File: config.mk
export PLATFORM = sky130hd
export DESIGN_NAME = uart_8n1_tx_rx_fractional_baud_core
export DESIGN_NICKNAME = d
export VERILOG_FILES = /design/src/rtl/uart8n1_pkg.sv /design/src/rtl/uart_8n1_tx_rx_fractional_baud_core.sv
export SDC_FILE = /design/constraint.sdc
export NUM_CORES = 1
export LEC_CHECK = 0
export ABC_CLOCK_PERIOD_IN_PS = 9900
export BUFFER_PORTS_ARGS = -buffer_cell sky130_fd_sc_hd__buf_2
export CAP_MARGIN = 20
export CORE_AREA = 5 5 150 181
export CTS_BUF_LIST = sky130_fd_sc_hd__clkbuf_2
export CTS_CLUSTER_SIZE = 20
export DETAILED_ROUTE_END_ITERATION = 8
export DIE_AREA = 0 0 155 186
export PLACE_DENSITY = 0.72
export RECOVER_POWER = 50
export SETUP_SLACK_MARGIN = 0.4
export SLEW_MARGIN = 20
export SYNTH_ARGS = -nofsm -noshare
export SYNTH_HDL_FRONTEND = slang
export SYNTH_SLANG_ARGS = --single-unit
File: constraint.sdc
create_clock -name clk -period 9.9 [get_ports clk]
set_clock_uncertainty 0.05 [all_clocks]
set_input_delay 1.485 -clock clk [delete_from_list [all_inputs] [get_ports clk]]
set_output_delay 1.485 -clock clk [all_outputs]
set_load 0.02 [all_outputs]
File: src/rtl/uart8n1_pkg.sv
// constants and widths shared by the 8n1 uart core
package uart8n1_pkg;

  localparam int unsigned DATA_BITS    = 8;
  localparam int unsigned BYTE_W       = 8;
  localparam int unsigned PERIOD_W     = 24;
  localparam int unsigned ACC_W        = 28;
  localparam int unsigned COUNT_W      = 20;
  localparam int unsigned INDEX_W      = 4;
  localparam int unsigned IN_DATA_W    = 16;
  localparam int unsigned OUT_DATA_W   = 16;

  localparam logic [PERIOD_W-1:0] PERIOD_RESET = 24'd35556;
  localparam logic [PERIOD_W-1:0] PERIOD_MIN   = 24'd256;

  localparam logic [INDEX_W-1:0] START_INDEX   = 4'd0;
  localparam logic [INDEX_W-1:0] LAST_DATA_IDX = INDEX_W'(DATA_BITS);
  localparam logic [INDEX_W-1:0] STOP_INDEX    = INDEX_W'(DATA_BITS + 1);

endpackage

File: src/rtl/uart_8n1_tx_rx_fractional_baud_core.sv
// 8n1 uart transmitter and receiver with fractional bit timing, one tick per request
// Each accepted input request is one clock tick of the bit timer: tx_start and tx_byte
// feed the transmitter, rx_line the receiver, and both run independently. A request is
// taken every cycle while the output register is empty or being drained; the result for
// that tick is visible in the output register in the cycle after the request is taken.
// The timing logic is one 20-bit count compare and one 28-bit boundary add per side.
// bit_period_q8 is cycles per bit in unsigned 16.8 fixed point (values below 1.0 act as
// 1.0); bit k of a frame ends floor(k * period) ticks after its first tick, and the
// receiver samples data bit k at floor((k + 0.5) * period) after the start edge. The stop
// bit level is not checked. Write the period only while the core is idle.
module uart_8n1_tx_rx_fractional_baud_core (
  input  logic        clk,
  input  logic        rst,
  input  logic        cfg_we,
  input  logic [23:0] cfg_wdata,
  input  logic        s_tvalid,
  output logic        s_tready,
  input  logic [15:0] s_tdata,  // tx_start, tx_byte[7:0], rx_line, zero pad
  output logic        m_tvalid,
  input  logic        m_tready,
  output logic [15:0] m_tdata   // tx_line, tx_busy, rx_valid, rx_byte[7:0], zero pad
);

  logic [uart8n1_pkg::PERIOD_W-1:0] bit_period_q8;

  logic                             tx_active;
  logic [uart8n1_pkg::BYTE_W-1:0]   tx_shift;
  logic [uart8n1_pkg::INDEX_W-1:0]  tx_bit_index;
  logic [uart8n1_pkg::COUNT_W-1:0]  tx_cycle_count;
  logic [uart8n1_pkg::ACC_W-1:0]    tx_boundary_acc;

  logic                             rx_active;
  logic [uart8n1_pkg::BYTE_W-1:0]   rx_shift;
  logic [uart8n1_pkg::INDEX_W-1:0]  rx_bit_index;
  logic [uart8n1_pkg::COUNT_W-1:0]  rx_cycle_count;
  logic [uart8n1_pkg::ACC_W-1:0]    rx_sample_acc;
  logic [uart8n1_pkg::BYTE_W-1:0]   rx_last_byte;

  logic                             tx_active_next;
  logic [uart8n1_pkg::BYTE_W-1:0]   tx_shift_next;
  logic [uart8n1_pkg::INDEX_W-1:0]  tx_bit_index_next;
  logic [uart8n1_pkg::COUNT_W-1:0]  tx_cycle_count_next;
  logic [uart8n1_pkg::ACC_W-1:0]    tx_boundary_acc_next;
  logic                             rx_active_next;
  logic [uart8n1_pkg::BYTE_W-1:0]   rx_shift_next;
  logic [uart8n1_pkg::INDEX_W-1:0]  rx_bit_index_next;
  logic [uart8n1_pkg::COUNT_W-1:0]  rx_cycle_count_next;
  logic [uart8n1_pkg::ACC_W-1:0]    rx_sample_acc_next;
  logic [uart8n1_pkg::BYTE_W-1:0]   rx_last_byte_next;

  logic                             tx_line_next;
  logic                             tx_busy_next;
  logic                             rx_valid_next;

  logic                             in_start;
  logic [uart8n1_pkg::BYTE_W-1:0]   in_byte;
  logic                             in_line;
  logic [uart8n1_pkg::PERIOD_W-1:0] period;
  logic [uart8n1_pkg::ACC_W-1:0]    period_acc;
  logic                             accept;

  assign in_start = s_tdata[0];
  assign in_byte  = s_tdata[8:1];
  assign in_line  = s_tdata[9];

  assign period = (bit_period_q8 < uart8n1_pkg::PERIOD_MIN) ? uart8n1_pkg::PERIOD_MIN
                                                            : bit_period_q8;
  assign period_acc = {4'b0, period};

  assign s_tready = ~m_tvalid | m_tready;
  assign accept   = s_tvalid & s_tready;

  // transmitter tick
  always_comb begin
    logic [uart8n1_pkg::INDEX_W-1:0] data_pos;
    tx_active_next       = tx_active;
    tx_shift_next        = tx_shift;
    tx_bit_index_next    = tx_bit_index;
    tx_cycle_count_next  = tx_cycle_count;
    tx_boundary_acc_next = tx_boundary_acc;
    tx_line_next         = 1'b1;
    tx_busy_next         = 1'b0;
    data_pos             = '0;
    if (!tx_active_next && in_start) begin
      tx_active_next       = 1'b1;
      tx_shift_next        = in_byte;
      tx_bit_index_next    = uart8n1_pkg::START_INDEX;
      tx_cycle_count_next  = '0;
      tx_boundary_acc_next = period_acc;
    end
    if (tx_active_next) begin
      data_pos = tx_bit_index_next - 4'd1;
      if (tx_bit_index_next == uart8n1_pkg::START_INDEX) begin
        tx_line_next = 1'b0;
      end else if (tx_bit_index_next <= uart8n1_pkg::LAST_DATA_IDX) begin
        tx_line_next = (data_pos < 4'd8) ? tx_shift_next[data_pos[2:0]] : 1'b0;
      end else begin
        tx_line_next = 1'b1;
      end
      tx_busy_next        = 1'b1;
      tx_cycle_count_next = tx_cycle_count_next + 20'd1;
      if (tx_cycle_count_next >= tx_boundary_acc_next[27:8]) begin
        tx_bit_index_next = tx_bit_index_next + 4'd1;
        if (tx_bit_index_next > uart8n1_pkg::STOP_INDEX) begin
          tx_active_next    = 1'b0;
          tx_bit_index_next = uart8n1_pkg::START_INDEX;
        end else begin
          tx_boundary_acc_next = tx_boundary_acc_next + period_acc;
        end
      end
    end
  end

  // receiver tick
  always_comb begin
    rx_active_next      = rx_active;
    rx_shift_next       = rx_shift;
    rx_bit_index_next   = rx_bit_index;
    rx_cycle_count_next = rx_cycle_count;
    rx_sample_acc_next  = rx_sample_acc;
    rx_last_byte_next   = rx_last_byte;
    rx_valid_next       = 1'b0;
    if (!rx_active) begin
      if (!in_line) begin
        rx_active_next      = 1'b1;
        rx_shift_next       = '0;
        rx_bit_index_next   = uart8n1_pkg::START_INDEX;
        rx_cycle_count_next = '0;
        rx_sample_acc_next  = period_acc + {5'b0, period[23:1]};
      end
    end else begin
      rx_cycle_count_next = rx_cycle_count + 20'd1;
      if (rx_cycle_count_next >= rx_sample_acc[27:8]) begin
        if (rx_bit_index < uart8n1_pkg::LAST_DATA_IDX) begin
          if (rx_bit_index < 4'd8) begin
            rx_shift_next[rx_bit_index[2:0]] = rx_shift[rx_bit_index[2:0]] | in_line;
          end
          rx_bit_index_next  = rx_bit_index + 4'd1;
          rx_sample_acc_next = rx_sample_acc + period_acc;
          if (rx_bit_index_next == uart8n1_pkg::LAST_DATA_IDX) begin
            rx_last_byte_next = rx_shift_next;
            rx_valid_next     = 1'b1;
          end
        end else begin
          rx_active_next    = 1'b0;
          rx_bit_index_next = uart8n1_pkg::START_INDEX;
        end
      end
    end
  end

  always_ff @(posedge clk) begin
    if (rst) begin
      bit_period_q8   <= uart8n1_pkg::PERIOD_RESET;
      tx_active       <= 1'b0;
      tx_shift        <= '0;
      tx_bit_index    <= '0;
      tx_cycle_count  <= '0;
      tx_boundary_acc <= '0;
      rx_active       <= 1'b0;
      rx_shift        <= '0;
      rx_bit_index    <= '0;
      rx_cycle_count  <= '0;
      rx_sample_acc   <= '0;
      rx_last_byte    <= '0;
      m_tvalid        <= 1'b0;
    end else begin
      if (cfg_we) begin
        bit_period_q8 <= cfg_wdata;
      end
      if (accept) begin
        tx_active       <= tx_active_next;
        tx_shift        <= tx_shift_next;
        tx_bit_index    <= tx_bit_index_next;
        tx_cycle_count  <= tx_cycle_count_next;
        tx_boundary_acc <= tx_boundary_acc_next;
        rx_active       <= rx_active_next;
        rx_shift        <= rx_shift_next;
        rx_bit_index    <= rx_bit_index_next;
        rx_cycle_count  <= rx_cycle_count_next;
        rx_sample_acc   <= rx_sample_acc_next;
        rx_last_byte    <= rx_last_byte_next;
        m_tvalid        <= 1'b1;
      end else if (m_tready) begin
        m_tvalid <= 1'b0;
      end
    end
  end

  // result register
  always_ff @(posedge clk) begin
    if (accept) begin
      m_tdata <= {5'b0, rx_last_byte_next, rx_valid_next, tx_busy_next, tx_line_next};
    end
  end

endmodule

# [After elaboration in Yosys (flattened, before gate mapping)]
# Index checks and enable logic that the tools add are counted.
# W data, S select, Z words.
[op_classes] n_addsub=8 multipliers=0 n_div=0 n_lt_le_gt_ge=10 eq_ne=4 n_shift=0 muxes=52 n_bitwise=4 n_reduce_logical=9
[op_table] op="$mux W28" count=8
[op_table] op="$mux W20" count=4
[op_table] op="$mux W8" count=9
[op_table] op="$add A28 B24 Y28" count=2
[op_table] op="$add A20 B1 Y20 const B" count=2
[op_table] op="$ge A20 B20 Y1" count=2
[op_table] op="$mux W4" count=8
[op_table] op="$add A24 B23 Y25" count=1
[op_table] op="$lt A24 B9 Y1 const B" count=1
[op_table] op="$mux W24" count=1
[op_table] op="$mux W1" count=18
[op_table] op="$add A4 B1 Y4 const B" count=2
[op_table] op="$bwmux W8" count=1
[op_table] op="$lt A3 B4 Y1 const B" count=2
[op_table] op="$lt A4 B4 Y1 const B" count=2
[op_table] op="$bmux W1 S3" count=2
[op_table] op="$ne A2 B1 Y1 const B" count=3
[op_table] op="$reduce_and A3 Y1" count=2
[op_table] op="$eq A4 B4 Y1 const B" count=1
[op_table] op="$gt A4 B4 Y1 const B" count=1
[op_table] op="$le A4 B4 Y1 const B" count=1
[op_table] op="$logic_not A4 Y1" count=1
[op_table] op="$reduce_and A4 Y1" count=1
[op_table] op="$sub A4 B1 Y4 const B" count=1
[op_table] op="9 further kinds" count=11
[word_totals] reg_bits=166 latch_bits=0 mem_bits_rw=0 romBits=0 in_bits=45 out_inout_bits=18 word_cells=103 mem_count=0

# [Depth between registers and ports, before layout]
# Gate-level depths: netlist (run 1).
[depth] ltp_word=9 ltp_mapped=28 depth_no_buf=21

# [Worst setup path before layout (run 1)]
# OpenSTA, ideal clock, no wires.
[synth_path] path_kind="input port to flip-flop" from="input s_tdata[0]" to="register tx_boundary_acc[26] in the netlist's numbering" setup_ps=123 t_arrival_ps=6430 t_required_ps=9727 path_slack_ps=3297 path_stages=26 n_path_buf=5 path_cell_list="nand2b_1 buf_2 buf_2 clkbuf_1 buf_1 clkbuf_1 and2_1 ha_1 nand3_1 nor2_1 nand3_1 nor4_1 nand3_1 xor2_1 nor2_1 ha_1 nand4_1 nor2_1 nand3_1 o32ai_1 o31ai_2 nor2_1 and4_1 nand3_1 o21ai_1 mux2_1"
[synth_via] elab_chain_len=7 word_cells_on_any_way=13 classes_between="3 x add/sub; 2 x order compare; 7 x mux; 1 x reduce/logical"
[synth_rtl] element="from (decl)" line="uart_8n1_tx_rx_fractional_baud_core.sv:18" source="input logic [15:0] s_tdata,"
[synth_rtl] element="$logic_and A1 B1 Y1 *" line="uart_8n1_tx_rx_fractional_baud_core.sv:84" source="if (!tx_active_next && in_start) begin"
[synth_rtl] element="parallel branches: the longest is 5 deep, another holds $add A20 B1 Y20"
[synth_rtl] element="$mux W28 *" line="uart_8n1_tx_rx_fractional_baud_core.sv:91" source="if (tx_active_next) begin"
[synth_rtl] element="to (signal assigned)" line="uart_8n1_tx_rx_fractional_baud_core.sv:176" source="tx_boundary_acc <= tx_boundary_acc_next;"
[synth_rtl] element="to (decl)" line="uart_8n1_tx_rx_fractional_baud_core.sv:30" source="logic [uart8n1_pkg::ACC_W-1:0] tx_boundary_acc;"
# Mark *: on every way between the ends.
# A chain may end at the register's enable or synchronous reset.

==> impl_metrics.env, run 1 <==
export IMPL_synth_cell_area_um2=13700
export IMPL_cts_hold_buffers=0
export IMPL_clockBufferDepth=2
export IMPL_yosysWarnings=0
export IMPL_grt_pass1_vias=12000
export IMPL_die_h_um=186
export IMPL_ys_seq_area_share_pct=25.1
export IMPL_cts_tree="built"
export IMPL_nets=1907
export IMPL_critPathKind="in -> reg"
export IMPL_die_area_um2=28800
export IMPL_clkSlewWorstSetupHoldPaths_ps=260
export IMPL_status="finished, violations left"
export IMPL_grt_usage_pct=24.2
export IMPL_worstPathArrival_ps=6980
export IMPL_cts_buffers=17
export IMPL_wl_um=35200
export IMPL_setup_viol=0
export IMPL_final_common_cell="nor2_1"
export IMPL_antenna_found_initial=1
export IMPL_max_slew_margin_pct=-189
export IMPL_p_total_uw=1630
export IMPL_core_area_um2=25200
export IMPL_worstSetupStartpointType="input pin"
export IMPL_yosysUniqueCellTypes=95
export IMPL_synthMuxAreaShare_pct=5.97
export IMPL_post_drt_wl_per_cell_um=16.7
export IMPL_post_cts_buffers=0
export IMPL_maxCapViolCount=4
export IMPL_synth_simple_area_share_pct=21.7
export IMPL_synth_fa_ha_area_share_pct=9.57
export IMPL_num_vias=12800
export IMPL_synth_edf_count=11
export IMPL_dp_hpwl_um=25100
export IMPL_ant_nets=0
export IMPL_min_period_ps=6480
export IMPL_crit_top_cell="clkbuf_1"
export IMPL_ios=63
export IMPL_synth_xor_area_share_pct=6.09
export IMPL_r2r_start="tx_active$_SDFFE_PP0P_"
export IMPL_drive_gt1_share_pct=8.68
export IMPL_initial_utilization_pct=54.1
export IMPL_worstHoldPathCells=2
export IMPL_root_buffer="clkbuf_2"
export IMPL_rsz0062_at_grt="false"
export IMPL_die_width_um=155
export IMPL_slowest_stage="clkbuf_1"
export IMPL_worstMarginPinSlew_ps=4330
export IMPL_crit_chain="clkbuf_1, clkbuf_1, nor4_1, a31oi_1, o311ai_0"
export IMPL_powerDensity_nw_per_um2=115
export IMPL_first_pass_iters=6
export IMPL_synth_compound_area_share_pct=25.5
export IMPL_clkSinkCount=166
export IMPL_cts_resized_gates=0
export IMPL_yosys_register_bits=166
export IMPL_grt_ovfl_total=0
export IMPL_clk_latency_ps=820
export IMPL_final_max_slew_violation_count=234
export IMPL_rr_worst_depth=21
export IMPL_grt_max_degree=90
export IMPL_drtIter0Drc=1056
export IMPL_reg2reg_to="tx_boundary_acc[23]$_SDFFE_PP0P_"
export IMPL_cts_max_level=4
export IMPL_final_cell_mix="206 x nor2_1, 185 x nand2_1, 160 x a21oi_1, 155 x dfxtp_1, 97 x ha_1"
export IMPL_ys_flop_type="dfxtp_1"
export IMPL_syn_inst=1801
export IMPL_port_buffers=51
export IMPL_fin_crit_sh_pct=65.5
export IMPL_hold_viol=0
export IMPL_yosysTopAreaCell="dfxtp_1"
export IMPL_r2r_slack_ps=4030
export IMPL_yosysTopAreaCellShare_pct=22.7
export IMPL_avgViaCountPerCell=6.06
export IMPL_gp_congestion=0.931
export IMPL_n_fill_cell=2400
export IMPL_grt_pass1_wl_um=58200
export IMPL_failed_checks="max-capacitance violations, max-slew violations"
export IMPL_peakVddDrop_mv=0.0857
export IMPL_whs_endpoint="tx_shift[3]$_SDFFE_PP0P_"
export IMPL_synth_top_family_by_area="compound AO/OA/AOI/OAI gates"
export IMPL_max_stage_delay_ps=3140
export IMPL_endpoint_kind="register"
export IMPL_hold_class="reg -> reg"
export IMPL_syn_to_final_growth_pct=3.65
export IMPL_synthTopCellsByArea="dfxtp_1 23%, ha_1 8.9%, a21oi_1 5.9%"
export IMPL_async_reset_ff_share_pct=0
export IMPL_drc=0
export IMPL_p_leak_uw=0.00596
export IMPL_cp_max_fo=89
export IMPL_rows=64
export IMPL_timing_fmax_mhz=154
export IMPL_worst_ep_required_time_ps=10400
export IMPL_min_from="tx_shift[3]$_SDFFE_PP0P_"
export IMPL_syn_area_per_cell_um2=7.58
export IMPL_finalSetupTns_ps=0
==> cells by family after synthesis <==
family / after synthesis
XOR/XNOR: 95
buffers and inverters: 200
other: 1
adder cells (fa/ha/maj): 103
multiplexers: 75
flip-flops: 166
AND/OR/NAND/NOR: 632
AO/OA/AOI/OAI: 529
==> power breakdown <==
group | switching [µW] | total, µW | internal [µW]
combinational | 301 | 492 | 191
sequential | 41.6 | 752 | 711
clock | 270 | 390 | 120
total | 613 | 1630 | 1020
==> cells in the mapped netlist, types with 20 or more instances <==
cell,number
a211oi_1,31
a21o_1,52
a21oi_1,160
a22oi_1,23
a31oi_1,24
and3_1,28
clkbuf_1,94
dfxtp_1,155
ha_1,97
inv_1,65
mux2_2,21
mux2i_1,47
nand2_1,186
nand3_1,50
nand4_1,20
nor2_1,206
nor3_1,51
o211ai_1,23
o21ai_0,93
xnor2_1,47
xor2_1,48
==> layout make-up <==
cell class              instances  area (µm²)  share of cell area (%)
clock inverters                13         148                    1.04
repair buffers                 70         365                    2.58
diodes                          4        10.0                  0.0707
well taps                     330         413                    2.92
multi-input cells            1439        9440                    66.7
inverters                      68         255                    1.80
flip-flops and latches        166        3430                    24.3
clock buffers                  18        90.1                   0.636
==> per-layer routing <==
layer | wire (µm) | vias up | global-route usage, % | share of wire, %
met2 | 16900 | 290 | 42.1 | 48
li1 | - | 6394 | - | -
met4 | 1260 | 0 | 9.75 | 3.6
met3 | 1370 | 77 | 3.26 | 3.9
met1 | 15800 | 6020 | 30.2 | 45
met5 | 0 | - | 0 | 0
==> state kept, by name, summed over array words and instances, names as in the netlist, 11 cells and up <==
signal and flops:
tx_boundary_acc 28, tx_cycle_count 20, rx_sample_acc 28, m_tdata 11, rx_cycle_count 20, bit_period_q8 24
==> metrics by stage <==
step | area, µm² | hold slack (ps) | cells | setup WS, ps | util [%]
after floorplan | 13700 | 386 | 1805 | 3300 | -
after global placement | 13900 | 391 | 2073 | 3320 | 55.3
after detailed placement | 13900 | 397 | 2073 | 3280 | 55.3
after CTS | 14200 | 424 | 2104 | 4130 | 56.2
after global routing | 14200 | 452 | 2108 | 2990 | 56.1
final | 14200 | 425 | 2108 | 3420 | 56.1
==> worst max-delay path by stage <==
| stage | endpoint | startpoint | cells after the start | slack [ps] |
|---|---|---|---|---|
| 6_report | rx_sample_acc[11]$_SDFFE_PP0P_ | rst | 5 | 3420 |
| 5_1_grt | rx_sample_acc[11]$_SDFFE_PP0P_ | rst | 5 | 2990 |
| 4_1_cts | tx_boundary_acc[23]$_SDFFE_PP0P_ | tx_active$_SDFFE_PP0P_ | 21 | 4130 |
| 3_5_place_dp | tx_boundary_acc[23]$_SDFFE_PP0P_ | s_tdata[0] | 22 | 3280 |
| 3_3_place_gp | tx_boundary_acc[23]$_SDFFE_PP0P_ | s_tdata[0] | 22 | 3320 |
| 2_1_floorplan | tx_boundary_acc[26]$_SDFFE_PP0P_ | s_tdata[0] | 26 | 3300 |
==> worst max-delay path, delay by kind of cell <==
kind	cells	cell delay, ps
AO/OA/AOI/OAI	2	450
buffers and inverters	2	4820
AND/OR/NAND/NOR	1	140
Power figures use the tool's default switching activity.
==> inputs of run 2 (changes only) <==
--- a/config.mk
+++ b/config.mk
@@ -5,7 +5,7 @@
 export SDC_FILE = /design/constraint.sdc
 export NUM_CORES = 1
 export LEC_CHECK = 0
-export ABC_CLOCK_PERIOD_IN_PS = 9900
+export ABC_CLOCK_PERIOD_IN_PS = 6200
 export BUFFER_PORTS_ARGS = -buffer_cell sky130_fd_sc_hd__buf_2
 export CAP_MARGIN = 20
 export CORE_AREA = 5 5 150 181
==> constraint.sdc (replaced) <==
create_clock -name clk -period 6.2 [get_ports clk]
set_clock_uncertainty 0.05 [all_clocks]
set_input_delay 0.93 -clock clk [delete_from_list [all_inputs] [get_ports clk]]
set_output_delay 0.93 -clock clk [all_outputs]
set_load 0.02 [all_outputs]
==> run 2 against run 1 <==
The flow still finishes with violations (max-capacitance violations, max-slew violations). Sequential share of layout area down 0.11 points. Cell area up 0.46%. Register-to-register slack worse by 3300 ps. Highest routed layer unchanged.
==> impl_metrics.env, run 2 (synthesis gave the netlist of run 1 again) <==
export IMPL_worstPathArrival_ps=6110
export IMPL_p_leak_uw=0.00599
export IMPL_clk_latency_ps=830
export IMPL_final_common_cell="nor2_1"
export IMPL_grt_pass1_wl_um=58800
export IMPL_ant_nets=0
export IMPL_peakVddDrop_mv=0.115
export IMPL_port_buffers=51
export IMPL_die_area_um2=28800
export IMPL_max_stage_delay_ps=590
export IMPL_max_slew_margin_pct=-119
export IMPL_core_area_um2=25200
export IMPL_drive_gt1_share_pct=9.30
export IMPL_r2r_slack_ps=760
export IMPL_worstMarginPinSlew_ps=3280
export IMPL_cts_max_level=4
export IMPL_hold_class="in -> reg"
export IMPL_cts_buffers=17
export IMPL_die_width_um=155
export IMPL_num_vias=12900
export IMPL_initial_utilization_pct=54.1
export IMPL_crit_chain="nand2b_2, and2_1, ha_1, nand3_1, nor2_1, nand3_1, nor4_2, nand3_1, xor2_1, nor2_1, ha_1, nand4_1, nor2_1, nand3_1, o32ai_1, nor3_1, buf_4, nor2b_2, buf_4, nor2_1, a31oi_1, nand3_1, a221oi_2"
export IMPL_endpoint_kind="register"
export IMPL_rows=64
export IMPL_ios=63
export IMPL_syn_to_final_growth_pct=4.12
export IMPL_wl_um=35600
export IMPL_p_total_uw=2610
export IMPL_clkSinkCount=166
export IMPL_min_period_ps=5440
export IMPL_setup_viol=0
export IMPL_worstHoldPathCells=3
export IMPL_timing_fmax_mhz=184
export IMPL_root_buffer="clkbuf_2"
export IMPL_reg2reg_to="tx_boundary_acc[9]$_SDFFE_PP0P_"
export IMPL_busiest_layer="met2"
export IMPL_dp_hpwl_um=25600
export IMPL_powerDensity_nw_per_um2=183
export IMPL_grtUsageMet2_pct=42.3
export IMPL_first_pass_iters=7
export IMPL_whs_endpoint="tx_shift[4]$_SDFFE_PP0P_"
export IMPL_post_drt_wl_per_cell_um=16.8
export IMPL_fin_crit_sh_pct=87.7
export IMPL_crit_top_cell="nand3_1"
export IMPL_status="finished, violations left"
export IMPL_maxCapViolCount=2
export IMPL_n_fill_cell=2414
export IMPL_top_regs="rx_sample_acc: 28 flops, tx_boundary_acc: 28 flops, bit_period_q8: 24 flops"
export IMPL_final_max_slew_violation_count=110
export IMPL_grt_ovfl_total=0
export IMPL_cp_max_fo=22
export IMPL_rsz0062_at_grt="false"
export IMPL_cts_hold_buffers=0
export IMPL_grt_pass1_vias=12200
export IMPL_antenna_found_initial=1
export IMPL_drtIter0Drc=1044
export IMPL_grt_usage_pct=24.5
export IMPL_dp_slack_ps=552
export IMPL_critPathKind="reg -> reg"
export IMPL_clkSlewWorstSetupHoldPaths_ps=270
export IMPL_hold_viol=0
export IMPL_fin_ws_ps=762
export IMPL_path_delay_family="simple AND/OR/NAND/NOR gates"
export IMPL_numPlacedInstances=2082
export IMPL_failed_checks="max-capacitance violations, max-slew violations"
export IMPL_met3_usage_pct=3.12
export IMPL_grtUsageMet1_pct=30.9
export IMPL_gp_congestion=0.951
export IMPL_crit_buf_inv=2
export IMPL_worstSetupStartpointType="register"
export IMPL_min_from="s_tdata[5]"
export IMPL_rr_worst_depth=23
export IMPL_die_h_um=186
export IMPL_nets=1916
export IMPL_final_cell_mix="206 x nor2_1, 186 x nand2_1, 160 x a21oi_1, 155 x dfxtp_1, 97 x ha_1"
export IMPL_drc=0
export IMPL_finalSetupTns_ps=0
export IMPL_final_cells=2115
export IMPL_cts_tree="built"
export IMPL_avgViaCountPerCell=6.09
export IMPL_r2r_start="tx_active$_SDFFE_PP0P_"
export IMPL_clockBufferDepth=2
export IMPL_worst_ep_required_time_ps=6870
export IMPL_grt_max_degree=64
export IMPL_slowest_stage="dfxtp_1"
[run 2: cell types whose count changed in the layout (fill, tap and decap cells not counted), moves of 2 or more]
cell / before / now
clkbuf_2: 18 / 20
diode_2: 4 / 1
buf_4: 15 / 24
clkinvlp_4: 2 / 4
[run 2: area by class of cell]
type,count,area [µm²],share of cell area (%)
Inverter,68,255,1.80
Tap cell,330,413,2.90
Antenna cell,1,2.50,0.0176
Timing Repair Buffer,79,434,3.05
Multi-Input combinational cell,1439,9440,66.4
Clock buffer,19,95.1,0.669
Clock inverter,13,143,1.00
Sequential cell,166,3430,24.1
[run 2: worst max path at each step]
stage	from	to	slack, ps	cells past startpoint
after global placement	s_tdata[0]	tx_boundary_acc[9]$_SDFFE_PP0P_	690	23
after global routing	tx_active$_SDFFE_PP0P_	tx_boundary_acc[9]$_SDFFE_PP0P_	270	23
final	tx_active$_SDFFE_PP0P_	tx_boundary_acc[9]$_SDFFE_PP0P_	760	23
after CTS	tx_active$_SDFFE_PP0P_	tx_boundary_acc[15]$_SDFFE_PP0P_	880	23
after detailed placement	s_tdata[0]	tx_boundary_acc[9]$_SDFFE_PP0P_	550	23
after floorplan	s_tdata[0]	tx_boundary_acc[26]$_SDFFE_PP0P_	450	26
[run 2: worst register-to-register path, delay by kind of cell, from the launching register on]
| family | cells | cell delay (ps) |
|---|---|---|
| xor gates and xnor gates | 1 | 140 |
| buffers and inverters | 2 | 530 |
| adders and majority gates | 2 | 500 |
| DFF | 1 | 590 |
| AOI/OAI and AO/OA | 3 | 840 |
| and+or+nand+nor | 15 | 2730 |
[run 2: layer usage]
| layer | vias up | routed length (µm) |
|---|---|---|
| li1 | 6419 | - |
| met1 | 6026 | 15700 |
| met2 | 341 | 17100 |
| met5 | - | 0 |
| met4 | 0 | 1230 |
| met3 | 84 | 1590 |
[run 2: timing repair]
item / CTS / global route
gates resized for setup: 0 / 1
buffers inserted: 0 / 0
hold endpoints to repair: 0 / 0
setup endpoints to repair: 0 / 3
[run 2: power by group]
part,internal [µW],switching [µW],leakage [µW]
sequential,1140,62.9,0.00137
combinational,309,484,0.00449
clock,162,454,0.000134
[run 2: per-stage QoR]
step	cell area, µm²	hold WS, ps	utilization, %
5_1_grt	14200	189	56.4
3_5_place_dp	14000	402	55.6
3_3_place_gp	14000	391	55.6
4_1_cts	14300	189	56.5
2_1_floorplan	13700	386	-
6_report	14200	254	56.4
